[src/rtl/lsw_pkg.sv]
// ----------------------------------------------------------------------------
// lsw_pkg
// Shared types and constants for the Witt necklace length block.
// ----------------------------------------------------------------------------
package lsw_pkg;

  localparam int unsigned DimW = 64;
  localparam int unsigned DegW = 7;

  typedef logic [DimW-1:0] word_t;
  typedef logic [DegW-1:0] deg_t;

  // Datapath operations
  localparam logic [3:0] OP_NOP     = 4'd0;
  localparam logic [3:0] OP_LOAD    = 4'd1;  // latch query
  localparam logic [3:0] OP_LVL     = 4'd2;  // start level: acc=0, d=1
  localparam logic [3:0] OP_DIVCHK  = 4'd3;  // start i mod d
  localparam logic [3:0] OP_POWINIT = 4'd4;  // pacc=1, base=dim, e=d
  localparam logic [3:0] OP_MULT    = 4'd5;  // pacc=product
  localparam logic [3:0] OP_SQR     = 4'd6;  // base=product, e>>=1
  localparam logic [3:0] OP_MOBINIT = 4'd7;  // qn=i, q=d, n=0, sign=+
  localparam logic [3:0] OP_MOBSTEP = 4'd8;  // one trial step
  localparam logic [3:0] OP_ADD     = 4'd9;  // add signed term
  localparam logic [3:0] OP_NEXTD   = 4'd10;
  localparam logic [3:0] OP_QSTART  = 4'd11; // start acc / i
  localparam logic [3:0] OP_QSTEP   = 4'd12;
  localparam logic [3:0] OP_QDONE   = 4'd13; // total += quotient, i++
  localparam logic [3:0] OP_MULST   = 4'd14; // start pacc*base
  localparam logic [3:0] OP_SQRST   = 4'd15; // start base*base

  typedef struct packed {
    logic [3:0] op;
  } lsw_cmd_t;

  typedef struct packed {
    logic       zero_in;   // dim or deg zero
    logic       lvl_done;  // i > deg
    logic       d_done;    // d > i
    logic       div_busy;
    logic       divides;   // i mod d == 0
    logic       e_zero;
    logic       e_odd;
    logic       mul_busy;  // product in progress
    logic       mul_ovf;
    logic       sqr_ovf;
    logic       mob_busy;  // trial loop continues
    logic       add_ovf;
    logic       q_busy;
  } lsw_sts_t;

endpackage

[src/rtl/lsw_if.sv]
// ----------------------------------------------------------------------------
// lsw_in_if / lsw_out_if
// Valid-ready channels for queries and results.
// ----------------------------------------------------------------------------
interface lsw_in_if;
  import lsw_pkg::*;
  logic  valid;
  logic  ready;
  word_t dimension;
  deg_t  depth_level;
  modport source (output valid, dimension, depth_level, input ready);
  modport sink (input valid, dimension, depth_level, output ready);
endinterface

interface lsw_out_if;
  import lsw_pkg::*;
  logic  valid;
  logic  ready;
  word_t length;
  logic  overflowed;
  modport source (output valid, length, overflowed, input ready);
  modport sink (input valid, length, overflowed, output ready);
endinterface

[src/rtl/lsw_datapath.sv]
// ----------------------------------------------------------------------------
// lsw_datapath
// Registers and arithmetic: power, Mobius trial division, level sum, divide.
// ----------------------------------------------------------------------------
module lsw_datapath
  import lsw_pkg::*;
#(
  parameter int unsigned MAX_DEGREE = 64
) (
  input  logic     clk,
  input  lsw_cmd_t cmd,
  input  word_t    dimension,
  input  deg_t     depth_level,
  output lsw_sts_t sts,
  output word_t    total
);

  localparam int unsigned IW = DegW;

  word_t         dim_r;
  logic [IW-1:0] deg_r, i_r, d_r;
  logic [IW-1:0] rem_r;              // repeated-subtract i mod d
  word_t         pacc_r, base_r;
  logic [IW-1:0] e_r;
  logic [IW-1:0] n_r, q_r;
  logic [IW-1:0] qn_r;               // n mod q remainder scan
  logic [IW-1:0] qcnt_r;             // quotient of n by q
  logic [1:0]    mph_r;              // Mobius phase
  logic          sign_r, mzero_r;
  logic signed [DimW-1:0] acc_r;
  word_t         total_r;
  // restoring signed divide of acc by i
  logic [DimW-1:0] qq_r;
  logic [IW:0]     qrem_r;
  logic [6:0]      qc_r;
  logic            qneg_r;
  // low 64 bits of a product from three 32x32 partial products
  logic [1:0]    mcnt_r;
  logic          msel_r;
  word_t         mprod_r;
  word_t         mop_a;
  logic [31:0]   mul_x, mul_y;
  word_t         mprod_w;

  logic signed [DimW-1:0] term;
  logic [IW:0] qtry;

  assign mop_a   = msel_r ? base_r : pacc_r;
  assign mul_x   = (mcnt_r == 2'd2) ? mop_a[63:32] : mop_a[31:0];
  assign mul_y   = (mcnt_r == 2'd1) ? base_r[63:32] : base_r[31:0];
  assign mprod_w = word_t'(mul_x) * word_t'(mul_y);
  assign qtry  = {qrem_r[IW-1:0], qq_r[DimW-1]} - {1'b0, i_r};

  always_comb begin
    if (mzero_r) term = '0;
    else if (sign_r) term = $signed(pacc_r);
    else term = $signed(word_t'(0) - pacc_r);
  end

  logic signed [DimW:0] sum_w;
  assign sum_w = {acc_r[DimW-1], acc_r} + {term[DimW-1], term};

  always_ff @(posedge clk) begin
    if (cmd.op == OP_MULST || cmd.op == OP_SQRST) begin
      msel_r <= cmd.op == OP_SQRST;
      mcnt_r <= '0;
    end else if (mcnt_r != 2'd3) begin
      case (mcnt_r)
        2'd0: mprod_r <= mprod_w;
        default: mprod_r[63:32] <= mprod_r[63:32] + mprod_w[31:0];
      endcase
      mcnt_r <= mcnt_r + 2'd1;
    end
  end

  always_ff @(posedge clk) begin
    case (cmd.op)
      OP_LOAD: begin
        dim_r   <= dimension;
        deg_r   <= (depth_level > IW'(MAX_DEGREE)) ? IW'(MAX_DEGREE) : depth_level;
        i_r     <= IW'(1);
        total_r <= '0;
      end
      OP_LVL: begin
        acc_r <= '0;
        d_r   <= IW'(1);
      end
      OP_DIVCHK: rem_r <= i_r;
      OP_POWINIT: begin
        if (rem_r >= d_r) rem_r <= rem_r - d_r;
        else begin
          pacc_r <= word_t'(1);
          base_r <= dim_r;
          e_r    <= d_r;
        end
      end
      OP_MULT: pacc_r <= mprod_r;
      OP_SQR: begin
        base_r <= mprod_r;
        e_r    <= e_r >> 1;
      end
      OP_MOBINIT: begin
        n_r     <= '0;
        qn_r    <= i_r;   // compute n = i/d by subtraction
        q_r     <= d_r;
        qcnt_r  <= '0;
        mph_r   <= 2'd0;
        sign_r  <= 1'b1;
        mzero_r <= 1'b0;
      end
      OP_MOBSTEP: begin
        case (mph_r)
          2'd0: begin   // i/d
            if (qn_r >= q_r) begin
              qn_r   <= qn_r - q_r;
              qcnt_r <= qcnt_r + IW'(1);
            end else begin
              n_r    <= qcnt_r;
              q_r    <= IW'(2);
              qn_r   <= qcnt_r;
              qcnt_r <= '0;
              mph_r  <= 2'd1;
            end
          end
          2'd1: begin   // n mod q, n / q
            if (qn_r >= q_r) begin
              qn_r   <= qn_r - q_r;
              qcnt_r <= qcnt_r + IW'(1);
            end else if (qn_r == '0) begin
              n_r    <= qcnt_r;
              qn_r   <= qcnt_r;
              qcnt_r <= '0;
              mph_r  <= 2'd2;
            end else begin
              q_r    <= q_r + IW'(1);
              qn_r   <= n_r;
              qcnt_r <= '0;
            end
          end
          2'd2: begin   // second division by q
            if (qn_r >= q_r) begin
              qn_r   <= qn_r - q_r;
              qcnt_r <= qcnt_r + IW'(1);
            end else if (qn_r == '0) begin
              mzero_r <= 1'b1;
              mph_r   <= 2'd3;
            end else begin
              sign_r <= ~sign_r;
              q_r    <= q_r + IW'(1);
              qn_r   <= n_r;
              qcnt_r <= '0;
              mph_r  <= 2'd1;
            end
          end
          default: ;
        endcase
        if (mph_r == 2'd1 && qn_r < q_r && qn_r != '0 &&
            (2*IW)'(q_r) * (2*IW)'(q_r) > (2*IW)'(n_r)) begin
          if (n_r > IW'(1)) sign_r <= ~sign_r;
          mph_r <= 2'd3;
        end
      end
      OP_ADD:   acc_r <= acc_r + term;
      OP_NEXTD: d_r <= d_r + IW'(1);
      OP_QSTART: begin
        qneg_r <= acc_r[DimW-1];
        qq_r   <= acc_r[DimW-1] ? word_t'(0) - word_t'(acc_r) : word_t'(acc_r);
        qrem_r <= '0;
        qc_r   <= '0;
      end
      OP_QSTEP: begin
        if (!qtry[IW]) begin
          qrem_r <= {1'b0, qtry[IW-1:0]};
          qq_r   <= {qq_r[DimW-2:0], 1'b1};
        end else begin
          qrem_r <= {qrem_r[IW-1:0], qq_r[DimW-1]};
          qq_r   <= {qq_r[DimW-2:0], 1'b0};
        end
        qc_r <= qc_r + 7'd1;
      end
      OP_QDONE: begin
        total_r <= total_r + (qneg_r ? word_t'(0) - qq_r : qq_r);
        i_r     <= i_r + IW'(1);
      end
      default: ;
    endcase
  end

  always_comb begin
    sts = '0;
    sts.zero_in  = (dim_r == '0) || (deg_r == '0);
    sts.lvl_done = i_r > deg_r;
    sts.d_done   = d_r > i_r;
    sts.div_busy = rem_r >= d_r;
    sts.divides  = rem_r == '0;
    sts.e_zero   = e_r == '0;
    sts.e_odd    = e_r[0];
    sts.mul_busy = mcnt_r != 2'd3;
    sts.mul_ovf  = mprod_r < pacc_r;
    sts.sqr_ovf  = mprod_r < base_r;
    sts.mob_busy = mph_r != 2'd3;
    sts.add_ovf  = (sum_w[DimW] != sum_w[DimW-1]);
    sts.q_busy   = qc_r != 7'd64;
  end

  assign total = total_r;

endmodule

[src/rtl/lsw_ctrl.sv]
// ----------------------------------------------------------------------------
// lsw_ctrl
// Sequencer over levels, divisors, square-and-multiply, trial division and divide.
// ----------------------------------------------------------------------------
module lsw_ctrl
  import lsw_pkg::*;
(
  input  logic     clk,
  input  logic     rst_n,
  input  logic     in_valid,
  output logic     in_ready,
  output logic     res_valid,
  output logic     res_ovf,
  output logic     res_zero,
  input  logic     out_ready,
  input  lsw_sts_t sts,
  output lsw_cmd_t cmd
);

  localparam logic [3:0] S_IDLE = 4'd0;
  localparam logic [3:0] S_CHK  = 4'd1;
  localparam logic [3:0] S_LVL  = 4'd2;
  localparam logic [3:0] S_D    = 4'd3;
  localparam logic [3:0] S_DIV  = 4'd4;
  localparam logic [3:0] S_POW  = 4'd5;
  localparam logic [3:0] S_SQR  = 4'd6;
  localparam logic [3:0] S_MOB  = 4'd7;
  localparam logic [3:0] S_ADD  = 4'd8;
  localparam logic [3:0] S_QST  = 4'd9;
  localparam logic [3:0] S_Q    = 4'd10;
  localparam logic [3:0] S_OUT  = 4'd11;
  localparam logic [3:0] S_MOB0 = 4'd12;
  localparam logic [3:0] S_MW   = 4'd13;
  localparam logic [3:0] S_SW   = 4'd14;

  logic [3:0] state_r, state_nxt;
  logic       ovf_r, ovf_nxt, zero_r, zero_nxt;

  always_comb begin
    state_nxt = state_r;
    ovf_nxt   = ovf_r;
    zero_nxt  = zero_r;
    cmd.op    = OP_NOP;
    case (state_r)
      S_IDLE: if (in_valid) begin
        cmd.op = OP_LOAD; state_nxt = S_CHK; ovf_nxt = 1'b0; zero_nxt = 1'b0;
      end
      S_CHK: if (sts.zero_in) begin
        zero_nxt = 1'b1; state_nxt = S_OUT;
      end else state_nxt = S_LVL;
      S_LVL: if (sts.lvl_done) state_nxt = S_OUT;
      else begin
        cmd.op = OP_LVL; state_nxt = S_D;
      end
      S_D: if (sts.d_done) begin
        cmd.op = OP_QSTART; state_nxt = S_Q;
      end else begin
        cmd.op = OP_DIVCHK; state_nxt = S_DIV;
      end
      S_DIV: if (sts.div_busy) cmd.op = OP_POWINIT;
      else if (!sts.divides) begin
        cmd.op = OP_NEXTD; state_nxt = S_D;
      end else begin
        cmd.op = OP_POWINIT; state_nxt = S_POW;
      end
      S_POW: if (sts.e_zero) begin
        cmd.op = OP_MOBINIT; state_nxt = S_MOB;
      end else if (sts.e_odd) begin
        cmd.op = OP_MULST; state_nxt = S_MW;
      end else state_nxt = S_SQR;
      S_MW: if (sts.mul_busy) state_nxt = S_MW;
      else if (sts.mul_ovf) begin
        ovf_nxt = 1'b1; state_nxt = S_OUT;
      end else begin
        cmd.op = OP_MULT; state_nxt = S_SQR;
      end
      S_SQR: begin
        cmd.op = OP_SQRST; state_nxt = S_SW;
      end
      S_SW: if (sts.mul_busy) state_nxt = S_SW;
      else if (sts.sqr_ovf) begin
        ovf_nxt = 1'b1; state_nxt = S_OUT;
      end else begin
        cmd.op = OP_SQR; state_nxt = S_POW;
      end
      S_MOB: if (sts.mob_busy) cmd.op = OP_MOBSTEP;
      else state_nxt = S_ADD;
      S_ADD: if (sts.add_ovf) begin
        ovf_nxt = 1'b1; state_nxt = S_OUT;
      end else begin
        cmd.op = OP_ADD; state_nxt = S_MOB0;
      end
      S_MOB0: begin
        cmd.op = OP_NEXTD; state_nxt = S_D;
      end
      S_Q: if (sts.q_busy) cmd.op = OP_QSTEP;
      else begin
        cmd.op = OP_QDONE; state_nxt = S_LVL;
      end
      S_OUT: if (out_ready) state_nxt = S_IDLE;
      default: state_nxt = S_IDLE;
    endcase
  end

  always_ff @(posedge clk) begin
    if (!rst_n) begin
      state_r <= S_IDLE;
      ovf_r   <= 1'b0;
      zero_r  <= 1'b0;
    end else begin
      state_r <= state_nxt;
      ovf_r   <= ovf_nxt;
      zero_r  <= zero_nxt;
    end
  end

  assign in_ready  = state_r == S_IDLE;
  assign res_valid = state_r == S_OUT;
  assign res_ovf   = ovf_r;
  assign res_zero  = zero_r | ovf_r;

`ifndef SYNTH
  a_excl: assert property (@(posedge clk) disable iff (!rst_n)
    !(in_ready && res_valid)) else $error("ready while result pending");
  a_hold: assert property (@(posedge clk) disable iff (!rst_n)
    res_valid && !out_ready |=> res_valid) else $error("result dropped");
  a_ovfz: assert property (@(posedge clk) disable iff (!rst_n)
    res_valid && res_ovf |-> res_zero) else $error("overflow without zero");
`endif

endmodule

[src/rtl/log_signature_length_witt.sv]
// ----------------------------------------------------------------------------
// log_signature_length_witt
// Summed Witt necklace count over levels 1..degree.
// ----------------------------------------------------------------------------
// channel  dir  payload
// in_      in   dimension[63:0], depth_level[6:0]
// out_     out  length[63:0], overflowed
// One query at a time; in_ready is high only when idle.
// The time a query takes is set by subtractive i mod d and trial division,
// square-and-multiply on a 32x32 multiplier, and the 64-step level divide.
// An overflow or a zero input ends the query early.
// Synchronous active-low reset returns to idle; the result holds until taken.
// ----------------------------------------------------------------------------
module log_signature_length_witt
  import lsw_pkg::*;
#(
  parameter int unsigned MAX_DEGREE = 64
) (
  input logic    clk,
  input logic    rst_n,
  lsw_in_if.sink     in_ch,
  lsw_out_if.source  out_ch
);

  lsw_cmd_t cmd;
  lsw_sts_t sts;
  word_t    total;
  logic     res_zero, res_ovf;

  lsw_ctrl u_ctrl (
    .clk, .rst_n,
    .in_valid (in_ch.valid), .in_ready (in_ch.ready),
    .res_valid(out_ch.valid), .res_ovf(res_ovf), .res_zero(res_zero),
    .out_ready(out_ch.ready), .sts, .cmd
  );

  lsw_datapath #(.MAX_DEGREE(MAX_DEGREE)) u_dp (
    .clk, .cmd, .dimension(in_ch.dimension), .depth_level(in_ch.depth_level),
    .sts, .total
  );

  assign out_ch.length     = res_zero ? '0 : total;
  assign out_ch.overflowed = res_ovf;

endmodule

[src/flat_wrapper.sv]
// flat-port wrapper written by rule: the top's interface ports become plain ports
module log_signature_length_witt_flat import lsw_pkg::*;
#(
  parameter int unsigned MAX_DEGREE = 64
)
  (clk, rst_n, in_ch_valid, in_ch_dimension, in_ch_depth_level, in_ch_ready, out_ch_valid, out_ch_length, out_ch_overflowed, out_ch_ready);
  lsw_in_if in_ch_i ();
  lsw_out_if out_ch_i ();
  input logic clk;
  input logic rst_n;
  input wire logic [$bits(in_ch_i.valid)-1:0] in_ch_valid;
  input wire logic [$bits(in_ch_i.dimension)-1:0] in_ch_dimension;
  input wire logic [$bits(in_ch_i.depth_level)-1:0] in_ch_depth_level;
  output wire logic [$bits(in_ch_i.ready)-1:0] in_ch_ready;
  output wire logic [$bits(out_ch_i.valid)-1:0] out_ch_valid;
  output wire logic [$bits(out_ch_i.length)-1:0] out_ch_length;
  output wire logic [$bits(out_ch_i.overflowed)-1:0] out_ch_overflowed;
  input wire logic [$bits(out_ch_i.ready)-1:0] out_ch_ready;
  assign in_ch_i.valid = in_ch_valid;
  assign in_ch_i.dimension = in_ch_dimension;
  assign in_ch_i.depth_level = in_ch_depth_level;
  assign in_ch_ready = in_ch_i.ready;
  assign out_ch_valid = out_ch_i.valid;
  assign out_ch_length = out_ch_i.length;
  assign out_ch_overflowed = out_ch_i.overflowed;
  assign out_ch_i.ready = out_ch_ready;
  log_signature_length_witt #(.MAX_DEGREE(MAX_DEGREE)) u_core (.clk(clk), .rst_n(rst_n), .in_ch(in_ch_i), .out_ch(out_ch_i));
endmodule
[config.mk]
export PLATFORM = sky130hd
export DESIGN_NAME = log_signature_length_witt_flat
export DESIGN_NICKNAME = d
export VERILOG_FILES = /design/src/rtl/lsw_pkg.sv /design/src/rtl/lsw_if.sv /design/src/rtl/lsw_datapath.sv /design/src/rtl/lsw_ctrl.sv /design/src/rtl/log_signature_length_witt.sv /design/src/flat_wrapper.sv
export SDC_FILE = /design/constraint.sdc
export NUM_CORES = 2
export LEC_CHECK = 0
export CAP_MARGIN = 25
export CELL_PAD_IN_SITES_DETAIL_PLACEMENT = 1
export CELL_PAD_IN_SITES_GLOBAL_PLACEMENT = 2
export CORE_ASPECT_RATIO = 2
export CORE_MARGIN = 4
export CORE_UTILIZATION = 39
export CTS_BUF_LIST = sky130_fd_sc_hd__clkbuf_2 sky130_fd_sc_hd__clkbuf_4 sky130_fd_sc_hd__clkbuf_8
export CTS_CLUSTER_DIAMETER = 200
export DETAILED_ROUTE_END_ITERATION = 10
export DONT_BUFFER_PORTS = 1
export GPL_ROUTABILITY_DRIVEN = 0
export PLACE_DENSITY_LB_ADDON = 0.12
export SLEW_MARGIN = 20
export SYNTH_ARGS = -nofsm -noshare
export SYNTH_HDL_FRONTEND = slang
export SYNTH_HIERARCHICAL = 1
export SYNTH_SLANG_ARGS = --single-unit
[constraint.sdc]
create_clock -name clk -period 12.4 [get_ports clk]
set_clock_uncertainty 0.05 [all_clocks]
set_input_delay 1.86 -clock clk [delete_from_list [all_inputs] [get_ports clk]]
set_output_delay 1.86 -clock clk [all_outputs]
set_load 0.1 [all_outputs]
==> out/metrics.yaml <==
outcome: "completed"
max_slew_margin_pct: 17.5
drive_gt1_share_pct: 7.14
finalSetupTns_ps: 0
worst_path_most_repeated_cell: "fa_1"
setup_viol: 0
cts_tree: "built"
grt_max_degree: 117
worst_hold_slack_ps: 440
mostFrequentLayoutCells: "inv_1 (1144), nand2_1 (1027), fa_1 (916)"
grt_usage_pct: 33.6
die_h_um: 625
path_max_fanout: 70
design_area_um2: 79800
slowest_stage: "a211oi_1"
nNetsFinal: 9754
placed_area_um2: 77900
syn_area_um2: 74300
min_path_type: "reg -> reg"
drv_cap: 0
routedWlPerCell_um: 31.1
start_util_pct: 39.2
crit_type: "reg -> reg"
rsz0062_at_grt: "false"
grtUsageMet2_pct: 62.3
insertion_delay_ps: 860
max_freq_mhz: 86.7
htreeDepth: 3
io_pins: 142
multiInputGateArea_um2: 52700
final-seq-area_um2: 16100
synth_edf_count: 531
arrival_ps: 12010
post-cts-setup-buffer-count: 0
rows: 226
cts_num_sinks: 539
critPathCaptureType: "register"
overflow: 0
root_buffer: "clkbuf_8"
via_per_inst: 5.73
port_buffers: 0
cts_hold_buf: 0
postRouteAntennaNets: 0
synth-main-ff-cell: "edfxtp_1"
areaGrowthSynthToFinish_pct: 7.42
synthCells: 8224
grt_pass1_wl_um: 473000
hold_violations: 0
num_vias: 61400
synthesis.nets: 9847
clkTransAtPathRegs_ps: 70
synth.distinct_cells: 96
slew_violations: 0
fp.dieW_um: 317
final_common_cell: "inv_1"
grt_pass1_vias: 69100
critPathRequiredTime_ps: 12880
clk_path_buf_depth: 3
fp.dieArea_um2: 198000
ys_warn_count: 6
met3_usage_pct: 5.80
drc: 0
dr.first_iter.drc_count: 3013
cpPeakStageDelay_ps: 1010
routed_wl_um: 333000
dr.pass1.iters: 5
synth_area_per_cell_um2: 9.03
finalCritPeriodShare_pct: 93.0
use_met1_pct: 28.2
placeableCoreArea_um2: 189000
cp-start-kind: "register"
synth-async-reset-ratio_pct: 0
ys_seq_area_share_pct: 21.7
worst_pin_slew_ps: 1230
cts_resized: 0
fillers: 22000
antenna_found_initial: 17
busiest_layer: "met2"
ys_ff_latch: 539
cts_buffers: 91
postLayoutCoreUtil_pct: 42.1
period_needed_ps: 11530
hpwl_um: 278000
-- flip-flops by register name (all words and copies together), names as in the netlist, 2 cells and up --
signal,flops
u_core/u_ctrl/state_r,4
u_core/u_dp/acc_r,64
u_core/u_dp/base_r,64
u_core/u_dp/d_r,7
u_core/u_dp/deg_r,7
u_core/u_dp/dim_r,64
u_core/u_dp/e_r,7
u_core/u_dp/i_r,7
u_core/u_dp/mcnt_r,2
u_core/u_dp/mph_r,2
u_core/u_dp/mprod_r,64
u_core/u_dp/n_r,7
u_core/u_dp/pacc_r,64
u_core/u_dp/q_r,7
u_core/u_dp/qc_r,7
u_core/u_dp/qcnt_r,7
u_core/u_dp/qn_r,7
u_core/u_dp/qq_r,64
u_core/u_dp/qrem_r,7
u_core/u_dp/rem_r,7
u_core/u_dp/total,64
-- per-layer routing --
| layer | wire (µm) | part of all wire (%) |
|---|---|---|
| met1 | 96500 | 29 |
| met5 | 137 | 0.041 |
| met4 | 47000 | 14 |
| met2 | 174000 | 52 |
| met3 | 15000 | 4.5 |
-- layout make-up --
class / instances / share of cell area, %
clock inverters: 47 / 0.475
clock buffers: 112 / 1.78
well taps: 2508 / 3.93
flip-flops and latches: 539 / 20.2
inverters: 1148 / 5.40
diodes: 8 / 0.0251
repair buffers: 206 / 2.18
multi-input cells: 6145 / 66.0
-- cells by family (layout without fill, tap and decap cells) --
family,count (synthesis),after routing,synth area share [%]
adders and majority gates,1548,1548,35.3
buffers and inverters,1540,1513,7.93
and+or+nand+nor,2626,2626,16.2
DFF,539,539,21.7
AOI/OAI and AO/OA,1444,1444,12.2
muxes,101,101,1.61
xor gates and xnor gates,426,426,5.02
other,0,8,0
-- critical path: cells and delay by family (launching register included) --
family | cells | cell delay [ps]
AOI/OAI and AO/OA | 6 | 3220
xor gates and xnor gates | 2 | 330
adders and majority gates | 11 | 5670
buffers and inverters | 6 | 650
DFF | 1 | 360
muxes | 1 | 80
and+or+nand+nor | 3 | 820
-- metrics by stage --
step | worst slack (ps) | instances
floorplan | 378 | 8224
finish | 866 | 10700
detailed placement | 1060 | 10500
global placement | 1150 | 10500
global route | 381 | 10700
CTS | 953 | 10700
-- path summary, 6_finish.rpt --
check                                            from                 endpoint  slack [ps]  cells past startpoint
worst max register to register  u_core/u_dp/mcnt_r[1]  u_core/u_dp/mprod_r[62]         870                     29
worst min-delay path             u_core/u_ctrl/zero_r     u_core/u_ctrl/zero_r         440                      2
worst max-delay path            u_core/u_dp/mcnt_r[1]  u_core/u_dp/mprod_r[62]         870                     29
worst min register to register   u_core/u_ctrl/zero_r     u_core/u_ctrl/zero_r         440                      2
-- cell usage after synthesis (all sizes together), types with 9 or more instances --
cell    instances  area, µm²
mux2           67        754
o41ai          21        184
mux2i          26        260
and4           10       87.6
ha            632       7910
a31o           10       87.6
xor2          152       1330
or2            16        103
fa            916      18300
o31ai          53        412
and3           97        607
o21bai         45        338
edfxtp        531      15900
a31oi          54        338
nand2        1028       3860
a21o          169       1270
a21oi         367       1840
o221ai         11       96.3
or4            27        214
nor3b          12       90.1
or3            52        355
nand4          84        526
nor2          775       2910
inv          1145       4300
o21ai         412       2070
a211oi         33        248
nor2b         170       1210
clkbuf        362       1360
and2           43        269
xnor2         274       2400
nor3           81        405
a21boi         16        124
o21a           75        563
nand3          95        475
a221oi         12        105
nand2b         65        414
o211ai         50        380
a41oi          20        175
buf            30        224
nor4           54        338
o31a            9       78.8
o22ai          13       81.3
Power is left out: the tool's default activity adds up to more than one toggle a clock period on the data nets, which glitch-free logic cannot reach.
